==> src/sv/b64sd_pkg.sv <==
// Package for the base64 stream decoder: constants, types and the sextet lookup.
package b64sd_pkg;

  localparam int COUNT_BITS_DEF = 16;
  localparam int CAP_BITS       = 16;
  localparam logic [CAP_BITS-1:0] CAPACITY_RESET = 16'hffff;

  localparam logic [7:0] BAD_SEXTET = 8'hff;
  localparam logic [7:0] CHAR_NUL   = 8'h00;
  localparam logic [7:0] CHAR_PAD   = 8'h3d;  // '='
  localparam logic [7:0] CHAR_PLUS  = 8'h2b;
  localparam logic [7:0] CHAR_SLASH = 8'h2f;
  localparam logic [7:0] SEXTET_PLUS  = 8'h3e;
  localparam logic [7:0] SEXTET_SLASH = 8'h3f;
  localparam logic [7:0] DIGIT_BASE   = 8'h34;

  localparam logic KIND_DATA   = 1'b0;
  localparam logic KIND_STATUS = 1'b1;

  // what one accepted item causes
  typedef struct packed {
    logic emit_data;   // a decoded byte is produced
    logic emit_stat;   // a status follows (item marked last)
    logic data_end;    // run_end for the data byte
    logic stat_error;  // error flag for the status
  } step_flags_t;

  // 6-bit value of a base64 character, BAD_SEXTET outside the alphabet
  function automatic logic [7:0] sextet_of(input logic [7:0] c);
    logic [7:0] v;
    v = BAD_SEXTET;
    if (c inside {[8'h41:8'h5a]}) v = c - 8'h41;
    else if (c inside {[8'h61:8'h7a]}) v = c - 8'h61 + 8'd26;
    else if (c inside {[8'h30:8'h39]}) v = c - 8'h30 + DIGIT_BASE;
    else if (c == CHAR_PLUS) v = SEXTET_PLUS;
    else if (c == CHAR_SLASH) v = SEXTET_SLASH;
    return v;
  endfunction

  function automatic logic is_blank(input logic [7:0] c);
    return c inside {8'h20, 8'h09, 8'h0a, 8'h0b, 8'h0c, 8'h0d};
  endfunction

endpackage

==> src/sv/base64_stream_decoder.sv <==
// Top level of the base64 stream decoder: state, capacity register and result buffer.
//
// Usage notes
// - Input channel in_valid/in_ready carries one text character per item,
//   with last marking the final character of a string.
// - Output channel out_valid/out_ready carries result items: kind 0 is a
//   decoded byte in data_byte, kind 1 is the end-of-string status with
//   byte_count (0 on error) and error. run_end marks the final result of
//   an input item.
// - capacity is written through cfg_wr_en/cfg_wr_data while idle; it resets
//   to 65535 and limits the bytes per string before overflow is flagged.
// - A result is registered and appears in the cycle after its item is accepted.
// - Throughput: one item per cycle while out_ready is high and each item
//   gives at most one result; an item marked last that also emits a byte
//   gives two results and holds the input while the data result drains.
// - The decode is one pass of lookup and shifts between the input
//   handshake and the two-slot result buffer (data slot, status slot).
// - A new item is taken while the single pending result is being taken.
// - Receiver stall: results stay in the buffer, in_ready drops, nothing is
//   lost.
// - Reset (rst, synchronous): string state cleared, buffer empty, capacity
//   back to 65535.
module base64_stream_decoder #(
  parameter int COUNT_BITS = b64sd_pkg::COUNT_BITS_DEF
) (
  input  logic                           clk,
  input  logic                           rst,
  input  logic                           cfg_wr_en,
  input  logic [b64sd_pkg::CAP_BITS-1:0] cfg_wr_data,
  input  logic                           in_valid,
  output logic                           in_ready,
  input  logic [7:0]                     text_char,
  input  logic                           last,
  output logic                           out_valid,
  input  logic                           out_ready,
  output logic                           kind,
  output logic [7:0]                     data_byte,
  output logic [b64sd_pkg::CAP_BITS-1:0] byte_count,
  output logic                           error,
  output logic                           run_end
);
  import b64sd_pkg::*;

  // string state
  logic [CAP_BITS-1:0]   capacity;
  logic [5:0]            held;
  logic [1:0]            pos;
  logic [COUNT_BITS-1:0] count;
  logic                  stopped;
  logic                  err;

  logic [5:0]            held_next;
  logic [1:0]            pos_next;
  logic [COUNT_BITS-1:0] count_next;
  logic                  stopped_next;
  logic                  err_next;
  logic [7:0]            byte_next;
  logic [CAP_BITS-1:0]   stat_count_next;
  step_flags_t           flags;

  // result buffer
  logic                  dat_pend;
  logic                  stat_pend;
  logic [7:0]            dat_byte;
  logic                  dat_end;
  logic [CAP_BITS-1:0]   stat_count;
  logic                  stat_err;

  logic accept;
  logic pop;

  b64sd_step #(.COUNT_BITS(COUNT_BITS)) u_step (
    .text_char    (text_char),
    .last         (last),
    .capacity     (capacity),
    .held         (held),
    .pos          (pos),
    .count        (count),
    .stopped      (stopped),
    .err          (err),
    .held_next    (held_next),
    .pos_next     (pos_next),
    .count_next   (count_next),
    .stopped_next (stopped_next),
    .err_next     (err_next),
    .byte_out     (byte_next),
    .stat_count   (stat_count_next),
    .flags        (flags)
  );

  // room for the next item once the buffer is empty or its only result goes
  assign in_ready  = (!dat_pend && !stat_pend) || (out_ready && (dat_pend ^ stat_pend));
  assign accept    = in_valid && in_ready;
  assign out_valid = dat_pend || stat_pend;
  assign pop       = out_valid && out_ready;

  // data slot drains before the status slot
  assign kind       = dat_pend ? KIND_DATA : KIND_STATUS;
  assign data_byte  = dat_pend ? dat_byte : 8'h00;
  assign byte_count = dat_pend ? '0 : stat_count;
  assign error      = dat_pend ? 1'b0 : stat_err;
  assign run_end    = dat_pend ? dat_end : 1'b1;

  always_ff @(posedge clk) begin
    if (rst) begin
      capacity  <= CAPACITY_RESET;
      held      <= 6'd0;
      pos       <= 2'd0;
      count     <= '0;
      stopped   <= 1'b0;
      err       <= 1'b0;
      dat_pend  <= 1'b0;
      stat_pend <= 1'b0;
    end else begin
      if (cfg_wr_en) begin
        capacity <= cfg_wr_data;
      end
      if (accept) begin
        held      <= held_next;
        pos       <= pos_next;
        count     <= count_next;
        stopped   <= stopped_next;
        err       <= err_next;
        dat_pend  <= flags.emit_data;
        stat_pend <= flags.emit_stat;
      end else if (pop) begin
        if (dat_pend) begin
          dat_pend <= 1'b0;
        end else begin
          stat_pend <= 1'b0;
        end
      end
    end
  end

  // payload, no reset
  always_ff @(posedge clk) begin
    if (accept) begin
      dat_byte   <= byte_next;
      dat_end    <= flags.data_end;
      stat_count <= stat_count_next;
      stat_err   <= flags.stat_error;
    end
  end

endmodule

==> src/sv/b64sd_step.sv <==
// Combinational decode of one character: next state, data byte and result flags.
module b64sd_step #(
  parameter int COUNT_BITS = b64sd_pkg::COUNT_BITS_DEF
) (
  input  logic [7:0]                    text_char,
  input  logic                          last,
  input  logic [b64sd_pkg::CAP_BITS-1:0] capacity,
  input  logic [5:0]                    held,
  input  logic [1:0]                    pos,
  input  logic [COUNT_BITS-1:0]         count,
  input  logic                          stopped,
  input  logic                          err,
  output logic [5:0]                    held_next,
  output logic [1:0]                    pos_next,
  output logic [COUNT_BITS-1:0]         count_next,
  output logic                          stopped_next,
  output logic                          err_next,
  output logic [7:0]                    byte_out,
  output logic [b64sd_pkg::CAP_BITS-1:0] stat_count,
  output b64sd_pkg::step_flags_t        flags
);
  import b64sd_pkg::*;

  localparam int CW = (COUNT_BITS > CAP_BITS) ? COUNT_BITS : CAP_BITS;

  logic [7:0]            v;
  logic                  full;
  logic                  emit;
  logic [5:0]            h;
  logic [1:0]            p;
  logic [COUNT_BITS-1:0] n;
  logic                  s;
  logic                  e;
  logic [CW-1:0]         n_wide;

  assign v    = sextet_of(text_char);
  assign full = (CW'(count) >= CW'(capacity)) || (&count);

  always_comb begin
    h    = held;
    p    = pos;
    n    = count;
    s    = stopped;
    e    = err;
    emit = 1'b0;
    byte_out = 8'h00;
    if (!stopped && !is_blank(text_char)) begin
      if (text_char == CHAR_NUL || text_char == CHAR_PAD) begin
        s = 1'b1;
      end else if (v == BAD_SEXTET) begin
        e = 1'b1;
        s = 1'b1;
      end else if (pos == 2'd0) begin
        h = v[5:0];
        p = 2'd1;
      end else if (full) begin
        e = 1'b1;
        s = 1'b1;
      end else begin
        emit = 1'b1;
        case (pos)
          2'd1:    byte_out = {held, v[5:4]};
          2'd2:    byte_out = {held[3:0], v[5:2]};
          default: byte_out = {held[1:0], v[5:0]};
        endcase
        n = count + COUNT_BITS'(1);
        h = v[5:0];
        p = pos + 2'd1;
      end
    end
  end

  assign n_wide     = CW'(n);
  assign stat_count = e ? '0 : n_wide[CAP_BITS-1:0];

  assign flags.emit_data  = emit;
  assign flags.emit_stat  = last;
  assign flags.data_end   = !last;
  assign flags.stat_error = e;

  // item marked last returns the string state to reset
  assign held_next    = last ? 6'd0 : h;
  assign pos_next     = last ? 2'd0 : p;
  assign count_next   = last ? '0 : n;
  assign stopped_next = last ? 1'b0 : s;
  assign err_next     = last ? 1'b0 : e;

endmodule

==> config.mk <==
export PLATFORM = sky130hd
export DESIGN_NAME = base64_stream_decoder
export DESIGN_NICKNAME = d
export VERILOG_FILES = /design/src/sv/b64sd_pkg.sv /design/src/sv/base64_stream_decoder.sv /design/src/sv/b64sd_step.sv
export SDC_FILE = /design/constraint.sdc
export NUM_CORES = 1
export LEC_CHECK = 0
export ABC_AREA = 1
export BUFFER_PORTS_ARGS = -buffer_cell sky130_fd_sc_hd__buf_2
export CAP_MARGIN = 25
export CORE_MARGIN = 3
export CORE_UTILIZATION = 36
export CTS_BUF_LIST = sky130_fd_sc_hd__clkbuf_4
export DETAILED_ROUTE_END_ITERATION = 10
export HOLD_SLACK_MARGIN = 0.06
export PLACE_DENSITY_LB_ADDON = 0.3
export SETUP_SLACK_MARGIN = 0.05
export SYNTH_ARGS = -nofsm -noshare
export SYNTH_HDL_FRONTEND = slang
export SYNTH_SLANG_ARGS = --single-unit
==> constraint.sdc <==
create_clock -name clk -period 3.15 [get_ports clk]
set_input_delay 0.63 -clock clk [delete_from_list [all_inputs] [get_ports clk]]
set_output_delay 0.63 -clock clk [all_outputs]
set_load 0.02 [all_outputs]
# After elaboration in Yosys (flattened, before gate mapping)
# Cells that the tools add are included.
[totals]
output_inout_bits = 29
elab_cells = 124
inputBits = 30
regBits = 70
[classes]
muxes = 51
n_eq_ne = 17
n_bitwise = 2
magnitude_cmp = 7
reduce_logical = 28
add_sub_neg = 7
[ops]
columns = ["op", "n"]
rows = [
  ["16-bit two-way mux", 7],
  ["8-bit two-way mux", 6],
  ["8-bit by 4-bit == test with 1-bit output (second input constant)", 5],
  ["6-bit two-way mux", 6],
  ["8-bit by 6-bit == test with 1-bit output (second input constant)", 4],
  ["1-bit two-way mux", 25],
  ["16-bit by 1-bit adder with 16-bit output (second input constant)", 1],
  ["16-bit >= comparator", 1],
  ["8-bit by 7-bit >= comparator with 1-bit output (second input constant)", 2],
  ["8-bit by 7-bit <= comparator with 1-bit output (second input constant)", 2],
  ["8-bit one-hot mux with 2 select lines", 1],
  ["16-bit AND reduction", 1],
  ["8-bit by 7-bit subtractor with 8-bit output (second input constant)", 2],
  ["2-bit two-way mux", 6],
  ["8-bit by 5-bit adder with 8-bit output (second input constant)", 1],
  ["8-bit by 6-bit adder with 8-bit output (second input constant)", 1],
  ["8-bit == test (second input constant)", 1],
  ["8-bit by 6-bit >= comparator with 1-bit output (second input constant)", 1],
  ["8-bit by 6-bit <= comparator with 1-bit output (second input constant)", 1],
  ["1-bit logical AND", 8],
  ["8-bit zero test", 1],
  ["8-bit by 6-bit subtractor with 8-bit output (second input constant)", 1],
  ["6-bit nonzero test", 1],
  ["1-bit zero test", 5],
  ["17 further kinds", 22],
]

# Longest topological paths before layout
[depth]
ltp_word = 12
mapped_depth = 18
ltp_nobuf = 18

# Hierarchy
# From an unflattened synthesis, not the netlist that was laid out.
[hier_totals]
cells_unflattened = 722
area_unflattened_um2 = 4922.2
[modules_own_cells]
columns = ["module", "cells_each", "instances", "seq_area_each_um2", "area_per_inst_um2"]
rows = [
  ["base64_stream_decoder", 283, 1, 1661.6, 2615.0],
  ["b64sd_step", 439, 1, 0.0, 2307.2],
]

# Least setup slack after synthesis
# No wires, ideal clock.
[synth_timing]
path_kind = "reg2reg"
from = "reg dat_pend"
to = "reg held[4]"
required_ns = 3.079
period_less_slack_ns = 2.818
path_stages_with_launch = 12
setup_time_ns = 0.071
setup_slack_ns = 0.332
path_buffers = 1
arrival_time_ns = 2.746
cell_sequence = "dfxtp_1 -> clkbuf_1 -> inv_1 -> ha_1 -> nand2_1 -> nand2_1 -> nand2_1 -> inv_1 -> nand4_4 -> nor2_4 -> nand2_1 -> a21oi_1"
[synth_via]
elab_chain_cells = 5
elab_cells_between_ends = 7
classes_between = "bitwise (1); reduce/logical (6)"
[synth_rtl]
columns = ["element", "line_no", "text"]
rows = [
  ["start: declaration", "base64_stream_decoder.sv:62", "logic dat_pend;"],
  ["start signal: assignment", "base64_stream_decoder.sv:124", "dat_pend <= flags.emit_data;"],
  ["1-bit bitwise XOR / 1-bit zero test (equally long branches)", "base64_stream_decoder.sv:92", "assign in_ready = (!dat_pend && !stat_pend) || (out_ready && (dat_pend ^ stat_pend));"],
  ["1-bit logical AND", "base64_stream_decoder.sv:92", ""],
  ["1-bit logical OR *", "base64_stream_decoder.sv:92", ""],
  ["via in_ready", "base64_stream_decoder.sv:31", "output logic in_ready,"],
  ["1-bit logical AND *", "base64_stream_decoder.sv:93", "assign accept = in_valid && in_ready;"],
  ["via accept", "base64_stream_decoder.sv:69", "logic accept;"],
  ["5-bit AND reduction (no source line) *", "n/a", ""],
  ["end signal: assignment", "base64_stream_decoder.sv:119", "held <= held_next;"],
  ["end: declaration", "base64_stream_decoder.sv:46", "logic [5:0] held;"],
]
# Mark *: on every way through the listed nets, which the timed path passes. The rest lies on a longest branch.
# A chain may end at the register's enable or synchronous reset.

# Worst setup path in the final report
[layout_timing]
from = "in text_char[2]"
to = "reg stat_count[7], data pin"
[layout_via]
elab_chain_cells = 10
elab_cells_between_ends = 40
classes_between = "add/sub (5); order compare (6); eq/ne (10); mux (11); reduce/logical (8)"
[layout_rtl]
columns = ["element", "line_no", "text"]
rows = [
  ["start: declaration", "base64_stream_decoder.sv:32", "input logic [7:0] text_char,"],
  ["parallel branches: the longest is 10 deep, another holds 8-bit by 6-bit subtractor with 8-bit output", "n/a", ""],
  ["end signal: assignment", "base64_stream_decoder.sv:141", "stat_count <= stat_count_next;"],
  ["end: declaration", "base64_stream_decoder.sv:66", "logic [CAP_BITS-1:0] stat_count;"],
]
# Parallel ways; which one is timed is not known.

==> summary.txt <==
Synthesis
  – Area contributors post-synth: sky130_fd_sc_hd__dfxtp_1, sky130_fd_sc_hd__edfxtp_1, sky130_fd_sc_hd__nand2_1, sky130_fd_sc_hd__ha_1, sky130_fd_sc_hd__inv_1
  – Area fraction of the dominant cell type after synthesis: 18.4%
  – Asr flop ratio synth: 0%
  – Count of state elements after synthesis: 70
  – Synthesized area: 0.00479 mm²
  – Most instantiated library cell after synthesis: sky130_fd_sc_hd__nand2_1
  – Share of the yosys chip area belonging to registers: 34.7%
  – Prevailing post-synth register cell: sky130_fd_sc_hd__dfxtp_1
  – Cell type with the highest aggregate area in the netlist: sky130_fd_sc_hd__dfxtp_1
  – Gate Count Post-Synth: 673
  – Mapped Avg Cell Area: 7.12 µm²
  – Yosys synthesis warning count: 0
  – Synth cell types: 42
  – Post-synthesis net count: 734
  – Number of flops mapped to enable cells by yosys: 26
  – Top cells by instance count after synthesis: sky130_fd_sc_hd__nand2_1, sky130_fd_sc_hd__inv_1, sky130_fd_sc_hd__a21oi_1

Final layout
  – Area growth syn-to-layout: 12.1%
  – Area of all sequential standard cells: 0.00166 mm²
  – Final cell count without fillers: 904
  – Number of diodes added for antenna fixing: 0
  – Final cell area excluding filler cells: 0.00538 mm²
  – Area of the multi-input gates: 0.00262 mm²
  – Final net count: 788
  – Fraction of layout instances using a drive strength above 1: 18.3%
  – Post-layout utilization of the core: 41.9%
  – Number of fill cells: 1341

Floorplan
  – Area of the die: 0.0147 mm²
  – Area of the placeable core: 0.0128 mm²
  – Chip Width: 121 µm
  – Starting Density: 37.4%
  – Ports: 59
  – Standard-cell row count: 41
  – Chip height: 121 µm

Placement
  – Placed wire-length estimate after detailed placement: 9.11 mm
  – Input/output buffers: 58
  – Cell area after placement: 0.00524 mm²
  – Number of placed cells counting well taps: 888
  – Final weighted congestion of routability-driven global placement: 0.878

Timing
  – Pins over their slew limit: 0
  – Final clock skew: 21.0 ps
  – Total Neg Setup Slack: 0 ps
  – Final critical path time including I/O delays and setup: 2710 ps
  – Post-Route Hold Slack: 413 ps
  – Setup repair after global routing missed its margin: no
  – Transition time of the tightest slew-check pin: 882 ps
  – Final period utilization: 86.1%
  – Worst slew slack as a fraction of its limit: 41.2%
  – Max Clk Rate: 0.369 GHz
  – Total count of hold-check failures in the final report: 0
  – Number of setup violations in the final report: 0

Detailed routing
  – Routed WL per cell: 13.0 µm
  – 1st-pass router iterations: 5
  – Final antenna-violating net count: 0
  – Number of vias per cell after detailed routing: 4.98
  – Final Routed Wirelength: 11.8 mm
  – DR vias: 4504
  – Residual DRC: 0
  – DR iter-0 viols: 233

Setup path
  – CP max stage cell: sky130_fd_sc_hd__nor3_1
  – Critical path peak fanout: 9
  – Critical path required time: 3330 ps
  – Worst Setup End Kind: flip-flop
  – Cell chain of the critical path: buf_2 > inv_1 > ha_1 > nand2_1 > nand3_1 > o21bai_1 > nand3_2 > inv_2 > nand2_1 > nor3_1 > nand3_1 > nand2_1 > nor2_1
  – Total buffers and inverters traversed by the critical path: 3
  – Arr. time, crit path: 2890 ps
  – Max incr delay on CP: 440 ps
  – Largest delay share family, worst path: simple AND/OR/NAND/NOR gates
  – Critical path start-end classification: in2reg
  – Startpoint type of the worst setup path: input port
  – Most common cell on crit path: sky130_fd_sc_hd__nand2_1

Clocking
  – Sink Count: 70
  – CTS Root Buffer Type: sky130_fd_sc_hd__clkbuf_4
  – Number of buffers inserted for hold repair after clock tree synthesis: 0
  – Clock Latency Late Sink: 420 ps
  – Clock edge transition at the registers on the reported setup and hold paths: 120 ps
  – Number of CTS-inserted buffers: 9
  – # resized after CTS: 0
  – Deepest clock path buffer count: 2
  – Post-CTS setup buffer count: 0
  – CTS tree: built
  – CTS H-tree depth: 3

Status
  – Outcome: complete, no violations

Global route
  – Number of antenna violations at the first check in global routing: 0
  – Largest net degree at the start of global routing: 44
  – Overall track demand over capacity in global routing: 16.5%
  – First-pass GRT wire length: 19.9 mm
  – Grt total ovfl: 0
  – Via count of the first global-routing pass: 4211

Job
  – Max Cap Viol: 0

Power and ir drop
  – Highest ir drop seen on vdd: 0.000157 V
  – Leakage component of the power: 2.56 nW
  – Power per unit of standard cell area: 380 mW/mm²

Worst hold path
  – Class of the most critical hold timing path: in2reg
-- final cells by class --
cell class	instances	area share, %
Sequential cell	70	30.9
Multi-Input combinational cell	479	48.6
Inverter	98	6.84
Clock buffer	14	1.96
Tap cell	172	4.00
Timing Repair Buffer	69	7.01
Clock inverter	2	0.628
-- kinds of logic after synthesis --
group,after synthesis,synth area share (%)
simple gates,334,32.1
buf+inv,124,10.8
xor+xnor,4,0.731
compound gates,110,13.6
fa+ha+maj,31,8.09
flops,70,34.7
-- stage by stage --
| stage | power (mW) | setup WS, ps |
|---|---|---|
| 2_1_floorplan | 1.35 | 332 |
| 3_3_place_gp | 1.46 | 25.5 |
| 3_5_place_dp | 1.47 | 35.8 |
| 4_1_cts | 2.05 | 489 |
| 5_1_grt | 2.15 | 110 |
| 6_report | 2.04 | 437 |
-- state kept, by name, summed over array words and instances, names as in the netlist --
register	cells
capacity	16
count	16
stat_count	16
dat_byte	8
held	6
pos	2
dat_end	1
dat_pend	1
err	1
stat_err	1
stat_pend	1
stopped	1
-- cell usage in the layout, fill, tap and decap left out, types with 5 or more instances in the layout --
cell                         n
sky130_fd_sc_hd__nand2_2     7
sky130_fd_sc_hd__a21oi_1    59
sky130_fd_sc_hd__o21ai_0    20
sky130_fd_sc_hd__edfxtp_1   26
sky130_fd_sc_hd__nand3_1    51
sky130_fd_sc_hd__a21oi_2    12
sky130_fd_sc_hd__nand3_2     9
sky130_fd_sc_hd__nand3b_1    6
sky130_fd_sc_hd__nor3_1      7
sky130_fd_sc_hd__clkbuf_4   14
sky130_fd_sc_hd__nand4_1    14
sky130_fd_sc_hd__buf_4      10
sky130_fd_sc_hd__buf_2      58
sky130_fd_sc_hd__nand2_1   168
sky130_fd_sc_hd__nor2_2      5
sky130_fd_sc_hd__inv_1      88
sky130_fd_sc_hd__nor2_1     58
sky130_fd_sc_hd__dfxtp_1    44
sky130_fd_sc_hd__inv_2       8
sky130_fd_sc_hd__ha_1       31
-- final timing paths --
path	startpoint	end	slack [ps]	depth (start not counted)
setup / recovery	text_char[2]	stat_count[7]	440	13
hold / removal	cfg_wr_data[1]	capacity[1]	410	3
setup reg to reg	count[9]	stat_count[5]	630	10
hold reg to reg	stopped	stopped	480	2
-- routing by layer --
metal	GRT usage [%]	vias to the layer above	wire, µm
li1	-	2305	-
met1	22.7	2065	5600
met2	26.7	123	5450
met3	2.56	11	574
met4	5.04	0	140
met5	0	-	0
-- worst reg2reg max path: cells and delay by family (launching register included) --
family | cells | cell delay [ps]
AO/OA/AOI/OAI | 2 | 160
AND/OR/NAND/NOR | 6 | 1080
adder cells (fa/ha/maj) | 1 | 320
buffers and inverters | 1 | 300
flip-flops | 1 | 390
-- report_power, final --
group / leakage [nW] / internal [mW] / total [mW] / switching, mW
Sequential: 0.623 / 0.993 / 1.01 / 0.0192
Clock: 0.0801 / 0.286 / 0.593 / 0.308
Combinational: 1.85 / 0.132 / 0.435 / 0.303
Total: 2.56 / 1.41 / 2.04 / 0.630
Note: power is estimated with default switching activity, not from simulation.
